==> config.mk <==
export PLATFORM = sky130hd
export DESIGN_NAME = segment_envelope_generator_flat
export DESIGN_NICKNAME = d
export VERILOG_FILES = /design/src/rtl/segenv_pkg.sv /design/src/rtl/segenv_req_if.sv /design/src/rtl/segenv_rsp_if.sv /design/src/rtl/segment_envelope_generator.sv /design/src/flat_wrapper.sv
export SDC_FILE = /design/constraint.sdc
export NUM_CORES = 2
export LEC_CHECK = 0
export ABC_CLOCK_PERIOD_IN_PS = 14800
export BUFFER_PORTS_ARGS = -buffer_cell sky130_fd_sc_hd__buf_2
export CAP_MARGIN = 20
export CORE_UTILIZATION = 50
export DETAILED_ROUTE_END_ITERATION = 6
export PLACE_DENSITY = 0.66
export SLEW_MARGIN = 40
export SYNTH_ARGS = -nofsm -noshare
export SYNTH_HDL_FRONTEND = slang
export SYNTH_SLANG_ARGS = --single-unit
export TNS_END_PERCENT = 50
==> constraint.sdc <==
create_clock -name clk -period 14.8 [get_ports clk]
set_input_delay 0.74 -clock clk [delete_from_list [all_inputs] [get_ports clk]]
set_output_delay 0.74 -clock clk [all_outputs]
set_load 0.01 [all_outputs]
==> src/rtl/segenv_pkg.sv <==
`timescale 1ns / 1ps
// ----------------------------------------------------------------------------
// segment envelope generator package
// shared types, field widths, request and phase codes, register indexes
// ----------------------------------------------------------------------------
package segenv_pkg;

	// field types
	typedef logic [1:0]  mode_t;
	typedef logic [3:0]  seg_idx_t;
	typedef logic [31:0] gain_t;
	typedef logic [23:0] frames_t;
	typedef logic [4:0]  seg_cnt_t;
	typedef logic [23:0] amp_t;
	typedef logic [1:0]  phase_t;

	// one table slot
	typedef struct packed {
		gain_t   gain;
		frames_t len;
	} seg_entry_t;

	// default table depth
	localparam int SEG_MAX_DEF = 16;

	// request codes
	localparam mode_t MODE_LOAD    = 2'd0;
	localparam mode_t MODE_KEY_ON  = 2'd1;
	localparam mode_t MODE_KEY_OFF = 2'd2;
	localparam mode_t MODE_TICK    = 2'd3;

	// envelope phases
	localparam phase_t PH_IDLE     = 2'd0;
	localparam phase_t PH_ACTIVE   = 2'd1;
	localparam phase_t PH_RELEASED = 2'd2;
	localparam phase_t PH_DEAD     = 2'd3;

	// Q1.23 full scale and the release floor after reset (about -72 dB)
	localparam amp_t FULL_SCALE  = 24'd8388608;
	localparam amp_t FLOOR_RESET = 24'd2107;

	// Q2.30 rounding
	localparam int GAIN_FRAC = 30;

	// configuration port
	localparam int CFG_IDX_W  = 1;
	localparam int CFG_DATA_W = 24;
	localparam logic [CFG_IDX_W-1:0] REG_IGNORE_RELEASE = 1'd0;
	localparam logic [CFG_IDX_W-1:0] REG_RELEASE_FLOOR  = 1'd1;

endpackage

==> src/rtl/segenv_req_if.sv <==
`timescale 1ns / 1ps
// ----------------------------------------------------------------------------
// segment envelope request channel
// valid/ready channel carrying one load, key or tick request
// ----------------------------------------------------------------------------
interface segenv_req_if;
	import segenv_pkg::*;

	logic     valid;
	logic     ready;
	mode_t    mode;
	seg_idx_t seg_index;
	gain_t    seg_multiplier;
	frames_t  seg_frames;
	seg_cnt_t seg_count;

	modport source (
		output valid, mode, seg_index, seg_multiplier, seg_frames, seg_count,
		input  ready
	);

	modport sink (
		input  valid, mode, seg_index, seg_multiplier, seg_frames, seg_count,
		output ready
	);

endinterface

==> src/rtl/segenv_rsp_if.sv <==
`timescale 1ns / 1ps
// ----------------------------------------------------------------------------
// segment envelope result channel
// valid/ready channel carrying the envelope state after each request
// ----------------------------------------------------------------------------
interface segenv_rsp_if;
	import segenv_pkg::*;

	logic     valid;
	logic     ready;
	amp_t     amplitude;
	phase_t   phase;
	seg_idx_t current_segment;
	logic     voice_done;

	modport source (
		output valid, amplitude, phase, current_segment, voice_done,
		input  ready
	);

	modport sink (
		input  valid, amplitude, phase, current_segment, voice_done,
		output ready
	);

endinterface

==> src/rtl/segment_envelope_generator.sv <==
`timescale 1ns / 1ps
// request path: registered in stage s1, then in the output register that drives rsp
// throughput: one request per cycle unless rsp stalls, set by the single table
//   read port (read on accept) followed by one 24x32 multiply in the update stage
// reset: control state, phase, level and registers return to their defaults at once;
//   the segment table is undefined until loaded, no clearing pass
// ----------------------------------------------------------------------------
// segment envelope generator
// multiplicative envelope driven by a table of segments (gain, length)
// ----------------------------------------------------------------------------
module segment_envelope_generator #(
	parameter int MAX_SEGMENTS = segenv_pkg::SEG_MAX_DEF
) (
	input  logic                             clk,
	input  logic                             arst_n,
	segenv_req_if.sink                       req,
	segenv_rsp_if.source                     rsp,
	input  logic                             cfg_we,
	input  logic [segenv_pkg::CFG_IDX_W-1:0]  cfg_index,
	input  logic [segenv_pkg::CFG_DATA_W-1:0] cfg_wdata
);
	import segenv_pkg::*;

	// table address and segment count widths
	localparam int AW = $clog2(MAX_SEGMENTS);
	localparam int CW = $clog2(MAX_SEGMENTS + 1);
	localparam int PW = 56;

	// ------------------------------------------------------------------
	// configuration registers
	// ------------------------------------------------------------------
	logic ign_rel_q;
	amp_t floor_q;

	always_ff @(posedge clk or negedge arst_n) begin
		if (!arst_n) begin
			ign_rel_q <= 1'b0;
			floor_q   <= FLOOR_RESET;
		end else if (cfg_we) begin
			case (cfg_index)
				REG_IGNORE_RELEASE: ign_rel_q <= cfg_wdata[0];
				REG_RELEASE_FLOOR:  floor_q   <= cfg_wdata;
				default: ;
			endcase
		end
	end

	// ------------------------------------------------------------------
	// handshake control
	// stage s1 holds an accepted request plus its table read data,
	// the output register holds the finished result
	// ------------------------------------------------------------------
	logic s1_v_q;
	logic s1_adv;
	logic acc;
	logic out_v_q;

	assign s1_adv    = s1_v_q && (!out_v_q || rsp.ready);
	assign req.ready = !s1_v_q || s1_adv;
	assign acc       = req.valid && req.ready;

	// ------------------------------------------------------------------
	// envelope state
	// ------------------------------------------------------------------
	phase_t          phase_q;
	logic [AW-1:0]   now_q;
	logic [CW-1:0]   total_q;
	frames_t         frames_q;
	gain_t           gain_q;
	amp_t            level_q;

	// stage s1 payload
	mode_t           mode_s1;
	logic [CW-1:0]   cnt_s1;
	seg_entry_t      rd_s1;

	// next state from the request in s1 (equals current state when s1 is empty)
	phase_t          phase_d;
	logic [AW-1:0]   now_d;
	logic [CW-1:0]   total_d;
	frames_t         frames_d;
	gain_t           gain_d;
	logic            done_d;
	logic            slope;
	amp_t            level_d;

	logic [CW-1:0]   tot_m1;
	logic [CW:0]     now_ext;
	logic [CW:0]     tot_ext;

	assign tot_m1  = total_q - CW'(1);
	assign now_ext = (CW+1)'(now_q);
	assign tot_ext = (CW+1)'(total_q);

	always_comb begin
		phase_d  = phase_q;
		now_d    = now_q;
		total_d  = total_q;
		frames_d = frames_q;
		gain_d   = gain_q;
		done_d   = 1'b0;
		slope    = 1'b0;
		if (s1_v_q) begin
			case (mode_s1)
				MODE_KEY_ON: begin
					// restart from slot 0 at full scale
					total_d  = cnt_s1;
					phase_d  = PH_ACTIVE;
					now_d    = '0;
					gain_d   = rd_s1.gain;
					frames_d = rd_s1.len;
				end
				MODE_KEY_OFF: begin
					if (phase_q == PH_ACTIVE || phase_q == PH_RELEASED) begin
						phase_d = PH_RELEASED;
						// jump to the last counted segment unless release is ignored or the count is zero
						if (!ign_rel_q && total_q != '0) begin
							now_d    = tot_m1[AW-1:0];
							gain_d   = rd_s1.gain;
							frames_d = rd_s1.len;
						end
					end
				end
				MODE_TICK: begin
					slope = (phase_q != PH_DEAD);
					case (phase_q)
						PH_ACTIVE: begin
							if (frames_q > frames_t'(1)) begin
								frames_d = frames_q - frames_t'(1);
							end else begin
								frames_d = '0;
								// advance while a later non-final segment exists
								if (now_ext + (CW+1)'(2) < tot_ext) begin
									now_d    = now_q + AW'(1);
									gain_d   = rd_s1.gain;
									frames_d = rd_s1.len;
								end
							end
						end
						PH_RELEASED: begin
							// released voice dies on the last segment below the floor
							if (now_ext + (CW+1)'(1) == tot_ext && level_q < floor_q) begin
								phase_d = PH_DEAD;
								done_d  = 1'b1;
							end
						end
						default: ;
					endcase
				end
				default: ;
			endcase
		end
	end

	// level times gain in Q2.30, round half up, clamp to full scale
	logic [PW-1:0]           prod;
	logic [PW-1:0]           prod_rnd;
	logic [PW-GAIN_FRAC-1:0] lvl_wide;

	assign prod     = PW'(level_q) * PW'(gain_d);
	assign prod_rnd = prod + (PW'(1) << (GAIN_FRAC - 1));
	assign lvl_wide = prod_rnd[PW-1:GAIN_FRAC];

	always_comb begin
		level_d = level_q;
		if (s1_v_q && mode_s1 == MODE_KEY_ON) begin
			level_d = FULL_SCALE;
		end else if (slope) begin
			if (lvl_wide > (PW-GAIN_FRAC)'(FULL_SCALE)) begin
				level_d = FULL_SCALE;
			end else begin
				level_d = lvl_wide[23:0];
			end
		end
	end

	always_ff @(posedge clk or negedge arst_n) begin
		if (!arst_n) begin
			phase_q  <= PH_IDLE;
			now_q    <= '0;
			total_q  <= '0;
			frames_q <= '0;
			gain_q   <= '0;
			level_q  <= '0;
		end else if (s1_adv) begin
			phase_q  <= phase_d;
			now_q    <= now_d;
			total_q  <= total_d;
			frames_q <= frames_d;
			gain_q   <= gain_d;
			level_q  <= level_d;
		end
	end

	// ------------------------------------------------------------------
	// segment table, one write or one read per accepted request
	// the read address comes from the state that the request in s1 leaves
	// ------------------------------------------------------------------
	seg_entry_t      seg_mem [MAX_SEGMENTS];
	logic [AW-1:0]   raddr;
	logic [AW-1:0]   waddr;
	logic [CW-1:0]   rd_tot_m1;
	logic            wr_ok;
	logic [CW-1:0]   cnt_sat;

	assign rd_tot_m1 = total_d - CW'(1);
	assign waddr     = AW'(req.seg_index);
	assign wr_ok     = (32'(req.seg_index) < MAX_SEGMENTS);
	assign cnt_sat   = (32'(req.seg_count) > MAX_SEGMENTS) ? CW'(MAX_SEGMENTS)
	                                                       : CW'(req.seg_count);

	always_comb begin
		case (req.mode)
			MODE_KEY_ON:  raddr = '0;
			MODE_KEY_OFF: raddr = rd_tot_m1[AW-1:0];
			default:      raddr = now_d + AW'(1);
		endcase
	end

	always_ff @(posedge clk) begin
		if (acc && req.mode == MODE_LOAD && wr_ok) begin
			seg_mem[waddr] <= '{gain: req.seg_multiplier, len: req.seg_frames};
		end
	end

	always_ff @(posedge clk) begin
		if (acc && req.mode != MODE_LOAD) begin
			rd_s1 <= seg_mem[raddr];
		end
	end

	// s1 payload
	always_ff @(posedge clk) begin
		if (acc) begin
			mode_s1 <= req.mode;
			cnt_s1  <= cnt_sat;
		end
	end

	always_ff @(posedge clk or negedge arst_n) begin
		if (!arst_n) begin
			s1_v_q <= 1'b0;
		end else if (acc) begin
			s1_v_q <= 1'b1;
		end else if (s1_adv) begin
			s1_v_q <= 1'b0;
		end
	end

	// ------------------------------------------------------------------
	// output register
	// ------------------------------------------------------------------
	amp_t     amp_q;
	phase_t   ph_out_q;
	seg_idx_t seg_out_q;
	logic     done_q;

	always_ff @(posedge clk or negedge arst_n) begin
		if (!arst_n) begin
			out_v_q <= 1'b0;
		end else if (s1_adv) begin
			out_v_q <= 1'b1;
		end else if (rsp.ready) begin
			out_v_q <= 1'b0;
		end
	end

	always_ff @(posedge clk) begin
		if (s1_adv) begin
			amp_q     <= level_d;
			ph_out_q  <= phase_d;
			seg_out_q <= seg_idx_t'(now_d);
			done_q    <= done_d;
		end
	end

	assign rsp.valid           = out_v_q;
	assign rsp.amplitude       = amp_q;
	assign rsp.phase           = ph_out_q;
	assign rsp.current_segment = seg_out_q;
	assign rsp.voice_done      = done_q;

	// ------------------------------------------------------------------
	// assertions
	// ------------------------------------------------------------------
	a_done_dead: assert property (@(posedge clk) disable iff (!arst_n)
		rsp.valid && rsp.voice_done |-> rsp.phase == PH_DEAD)
		else $error("voice_done without dead phase");

	a_amp_clamp: assert property (@(posedge clk) disable iff (!arst_n)
		rsp.valid |-> rsp.amplitude <= FULL_SCALE)
		else $error("amplitude above full scale");

	a_s1_hold: assert property (@(posedge clk) disable iff (!arst_n)
		s1_v_q && !s1_adv |=> s1_v_q && $stable(mode_s1))
		else $error("stalled request lost from s1");

	a_key_on: assert property (@(posedge clk) disable iff (!arst_n)
		s1_adv && mode_s1 == MODE_KEY_ON |=>
			rsp.valid && rsp.amplitude == FULL_SCALE && rsp.phase == PH_ACTIVE)
		else $error("key on did not restart the envelope");

endmodule

==> src/flat_wrapper.sv <==
// flat-port wrapper written by rule: the top's interface ports become plain ports
module segment_envelope_generator_flat import segenv_pkg::*;
#(
	parameter int MAX_SEGMENTS = segenv_pkg::SEG_MAX_DEF
)
  (clk, arst_n, cfg_we, cfg_index, cfg_wdata, req_valid, req_mode, req_seg_index, req_seg_multiplier, req_seg_frames, req_seg_count, req_ready, rsp_valid, rsp_amplitude, rsp_phase, rsp_current_segment, rsp_voice_done, rsp_ready);
  segenv_req_if req_i ();
  segenv_rsp_if rsp_i ();
  input  logic clk;
  input  logic arst_n;
  input  logic cfg_we;
  input  logic [segenv_pkg::CFG_IDX_W-1:0] cfg_index;
  input  logic [segenv_pkg::CFG_DATA_W-1:0] cfg_wdata;
  input wire logic [$bits(req_i.valid)-1:0] req_valid;
  input wire logic [$bits(req_i.mode)-1:0] req_mode;
  input wire logic [$bits(req_i.seg_index)-1:0] req_seg_index;
  input wire logic [$bits(req_i.seg_multiplier)-1:0] req_seg_multiplier;
  input wire logic [$bits(req_i.seg_frames)-1:0] req_seg_frames;
  input wire logic [$bits(req_i.seg_count)-1:0] req_seg_count;
  output wire logic [$bits(req_i.ready)-1:0] req_ready;
  output wire logic [$bits(rsp_i.valid)-1:0] rsp_valid;
  output wire logic [$bits(rsp_i.amplitude)-1:0] rsp_amplitude;
  output wire logic [$bits(rsp_i.phase)-1:0] rsp_phase;
  output wire logic [$bits(rsp_i.current_segment)-1:0] rsp_current_segment;
  output wire logic [$bits(rsp_i.voice_done)-1:0] rsp_voice_done;
  input wire logic [$bits(rsp_i.ready)-1:0] rsp_ready;
  assign req_i.valid = req_valid;
  assign req_i.mode = req_mode;
  assign req_i.seg_index = req_seg_index;
  assign req_i.seg_multiplier = req_seg_multiplier;
  assign req_i.seg_frames = req_seg_frames;
  assign req_i.seg_count = req_seg_count;
  assign req_ready = req_i.ready;
  assign rsp_valid = rsp_i.valid;
  assign rsp_amplitude = rsp_i.amplitude;
  assign rsp_phase = rsp_i.phase;
  assign rsp_current_segment = rsp_i.current_segment;
  assign rsp_voice_done = rsp_i.voice_done;
  assign rsp_i.ready = rsp_ready;
  segment_envelope_generator #(.MAX_SEGMENTS(MAX_SEGMENTS)) u_core (.clk(clk), .arst_n(arst_n), .req(req_i), .rsp(rsp_i), .cfg_we(cfg_we), .cfg_index(cfg_index), .cfg_wdata(cfg_wdata));
endmodule
==> out/results.ini <==
[global_routing]
grt_overflow_total = 0
grt_max_degree = 174
use_met3 = 0.0509
use_met1 = 0.334
antenna_found_initial = 21
grtUsageTotal = 0.262
grt_pass1_vias = 47300
busiest_layer = met2
grt_pass1_wl_um = 283000
met2_usage = 0.439

[sta]
tightest_slew_ns = 0.900
finalHoldViolations = 0
fin_crit_ns = 11.61
max_freq_ghz = 0.0861
slew_headroom = 0.400
finClkSkew_ns = 0.0959
period_share = 0.785
finalSetupTns_ns = 0
setup-violations-final = 0
setup_slack_ns = 3.19
report.final.slew_viol_count = 0
rsz0062_at_grt = no

[synth]
synth-edff-count = 990
synth_largest_area_cell = edfxtp_1
synthArstFlopShare = 0.106
synth_top_area_share = 0.421
syn-mean-instance-area_um2 = 11.3
synthesis.nets = 7245
synth_area_leaders = edfxtp_1 (42%), fa_1 (19%), nand2_1 (6.2%), ha_1 (4.4%), and2_1 (4.4%)
synth.distinct_cells = 73
yosysSeqAreaShare = 0.462
netlist_instances = 6242
ys_warn_count = 0
ys.flop_type = edfxtp_1
netlist_area_um2 = 70700
synth-seq-cells = 1108

[finish]
drive_above_1_share = 0.0765
num-fill-cells = 11800
fin_util = 0.550
syn2layout_area_growth_pct = 8.76
nets = 7209
final_cell_count_no_fill = 8184
layout_common_cells = nand2_1 (1164), edfxtp_1 (990), inv_1 (815)
final_common_cell = nand2_1

[routing]
drtIter0Drc = 3904
drtAntennaViolNets = 0
routed_wl_um = 186000
first_pass_iters = 6
vias = 46400
avgViaCountPerCell = 5.67
drc = 0
wl_per_cell_um = 22.7

[clock_network]
insertion_delay_ns = 0.77
cts_tree = built
clockBufferDepth = 3
clockRootBuffer = clkbuf_16
cts_sinks = 1108
cts_buffers = 112
cts_setup_buffers = 0
htreeDepth = 3
postCtsHoldBufs = 1
ctsResizeCount = 0
clkTransAtPathRegs_ns = 0.06

[place]
io_buffers = 129
dpl_worst_slack_ns = 3.31
place_inst = 7966
gp_congestion = 0.963
dp_hpwl_um = 120000

[setup_path]
end_kind = flip-flop
worst_ep_arrival_time_ns = 12.07
critPathLaunch = u_core.frames_q[8]
cp_max_fo = 31
r2r-start = u_core.frames_q[8]
slowest_stage = mux2_2
cp-start-kind = flip-flop
critPathMostFrequentCell = fa_1
path_class = reg -> reg
r2r_cells = 33
cp.required_ns = 15.26
slowest_delay_ns = 0.74

[floorplan]
die_h_um = 378
rows = 137
dieArea_um2 = 143000
ios = 130
core_um2 = 140000
start_util = 0.505
die_w_um = 378

[run_status]
status = complete, no violations

[flow_run]
maxCapViolations = 0

[power_and_ir_drop]
leakage_uw = 0.0307
power_density_nw_per_um2 = 207
peakVddDrop_mv = 0.292

[min_path]
min-delay-path-class = in -> reg
hold_depth = 2
hold_start = req_valid

-- per-layer routing --
metal	share of wire	vias up
met4	0.044	18
met1	0.40	23600
met3	0.070	401
met2	0.48	1619
met5	0.00058	-
li1	-	20800
-- flip-flops by register name (all words and copies together) (netlist names), 2 cells and up --
register and cells:
u_core.rsp.current_segment 4, u_core.floor_q 24, u_core.cnt_s1 5, u_core.level_q 24, u_core.rsp.phase 2, u_core.rsp.amplitude 24, u_core.seg_mem 896, u_core.mode_s1 2
u_core.gain_q 32, u_core.frames_q 24, u_core.phase_q 2, u_core.total_q 5, u_core.rd_s1 56, u_core.now_q 4
-- worst paths after layout --
kind / slack (ns) / endpoint
max: 3.19 / u_core.rsp.amplitude[23]
min: 0.23 / u_core.s1_v_q
max reg2reg: 3.19 / u_core.rsp.amplitude[23]
min reg2reg: 0.47 / u_core.gain_q[18]
max in group asynchronous: 12.82 / u_core.gain_q[18]
min in group asynchronous: 0.56 / u_core.level_q[1]
-- kinds of logic after synthesis --
logic type                 after synthesis  share of synthesized area
adders and majority gates              906                      0.230
DFF                                   1108                      0.462
buffers and inverters                 1182                     0.0636
and+or+nand+nor                       1938                      0.126
AOI/OAI and AO/OA                      847                     0.0806
muxes                                  225                     0.0328
xor gates and xnor gates                36                    0.00446
-- synth_stat cells, types with 5 or more instances --
master    instances
nand2_1        1168
edfxtp_1        990
inv_1           815
fa_1            657
and2_1          492
clkbuf_1        329
ha_1            249
a31oi_1         241
a211oi_1        230
mux2i_1         170
dfrtp_1         112
nor2_1          107
o21ai_0         106
a21oi_1          96
mux2_2           55
nand3_1          36
nor3_1           30
a21o_1           28
nand4_1          24
a32o_1           23
nor2b_1          22
xnor2_1          22
a22o_1           19
o21a_1           17
and3_1           16
buf_1            15
xor2_1           14
o211ai_1         13
buf_4            11
buf_2            10
or3_1            10
a22oi_1           9
a32oi_1           8
nand2b_1          7
nor4_1            7
dfstp_2           6
o21ai_1           5
o22ai_1           5
o31ai_1           5
-- cell type report --
| type | instances | area, µm² | area share |
|---|---|---|---|
| flip-flops and latches | 1108 | 32700 | 0.425 |
| inverters | 816 | 3060 | 0.0398 |
| well taps | 1876 | 2350 | 0.0305 |
| multi-input cells | 3952 | 33700 | 0.439 |
| repair buffers | 216 | 1500 | 0.0194 |
| diodes | 8 | 20.0 | 0.000260 |
| clock buffers | 179 | 3250 | 0.0422 |
| clock inverters | 29 | 295 | 0.00384 |
-- power by group --
group          leakage [µW]  internal, µW  switching [µW]  total, µW
clock network       0.00171          1510            1210       2720
logic                0.0186          3300            6100       9400
registers            0.0104          3610             183       3790
-- metrics by stage --
step,hold WS [ns],power (µW),cell area (µm²)
3_3_place_gp,0.452,13000,73000
3_5_place_dp,0.459,13100,73300
4_1_cts,0.172,15900,76800
6_report,0.232,15900,76900
5_1_grt,0.193,17200,76900
2_1_floorplan,0.426,10300,70700
-- worst max-delay path, delay by kind of cell (launching register included) --
family                     cells  cell delay [ns]
adders and majority gates      8             3.92
buffers and inverters          7             0.87
AOI/OAI and AO/OA              8             2.12
DFF                            1             0.43
muxes                          1             0.74
and+or+nand+nor                9             3.20
Power figures use the tool's default switching activity.
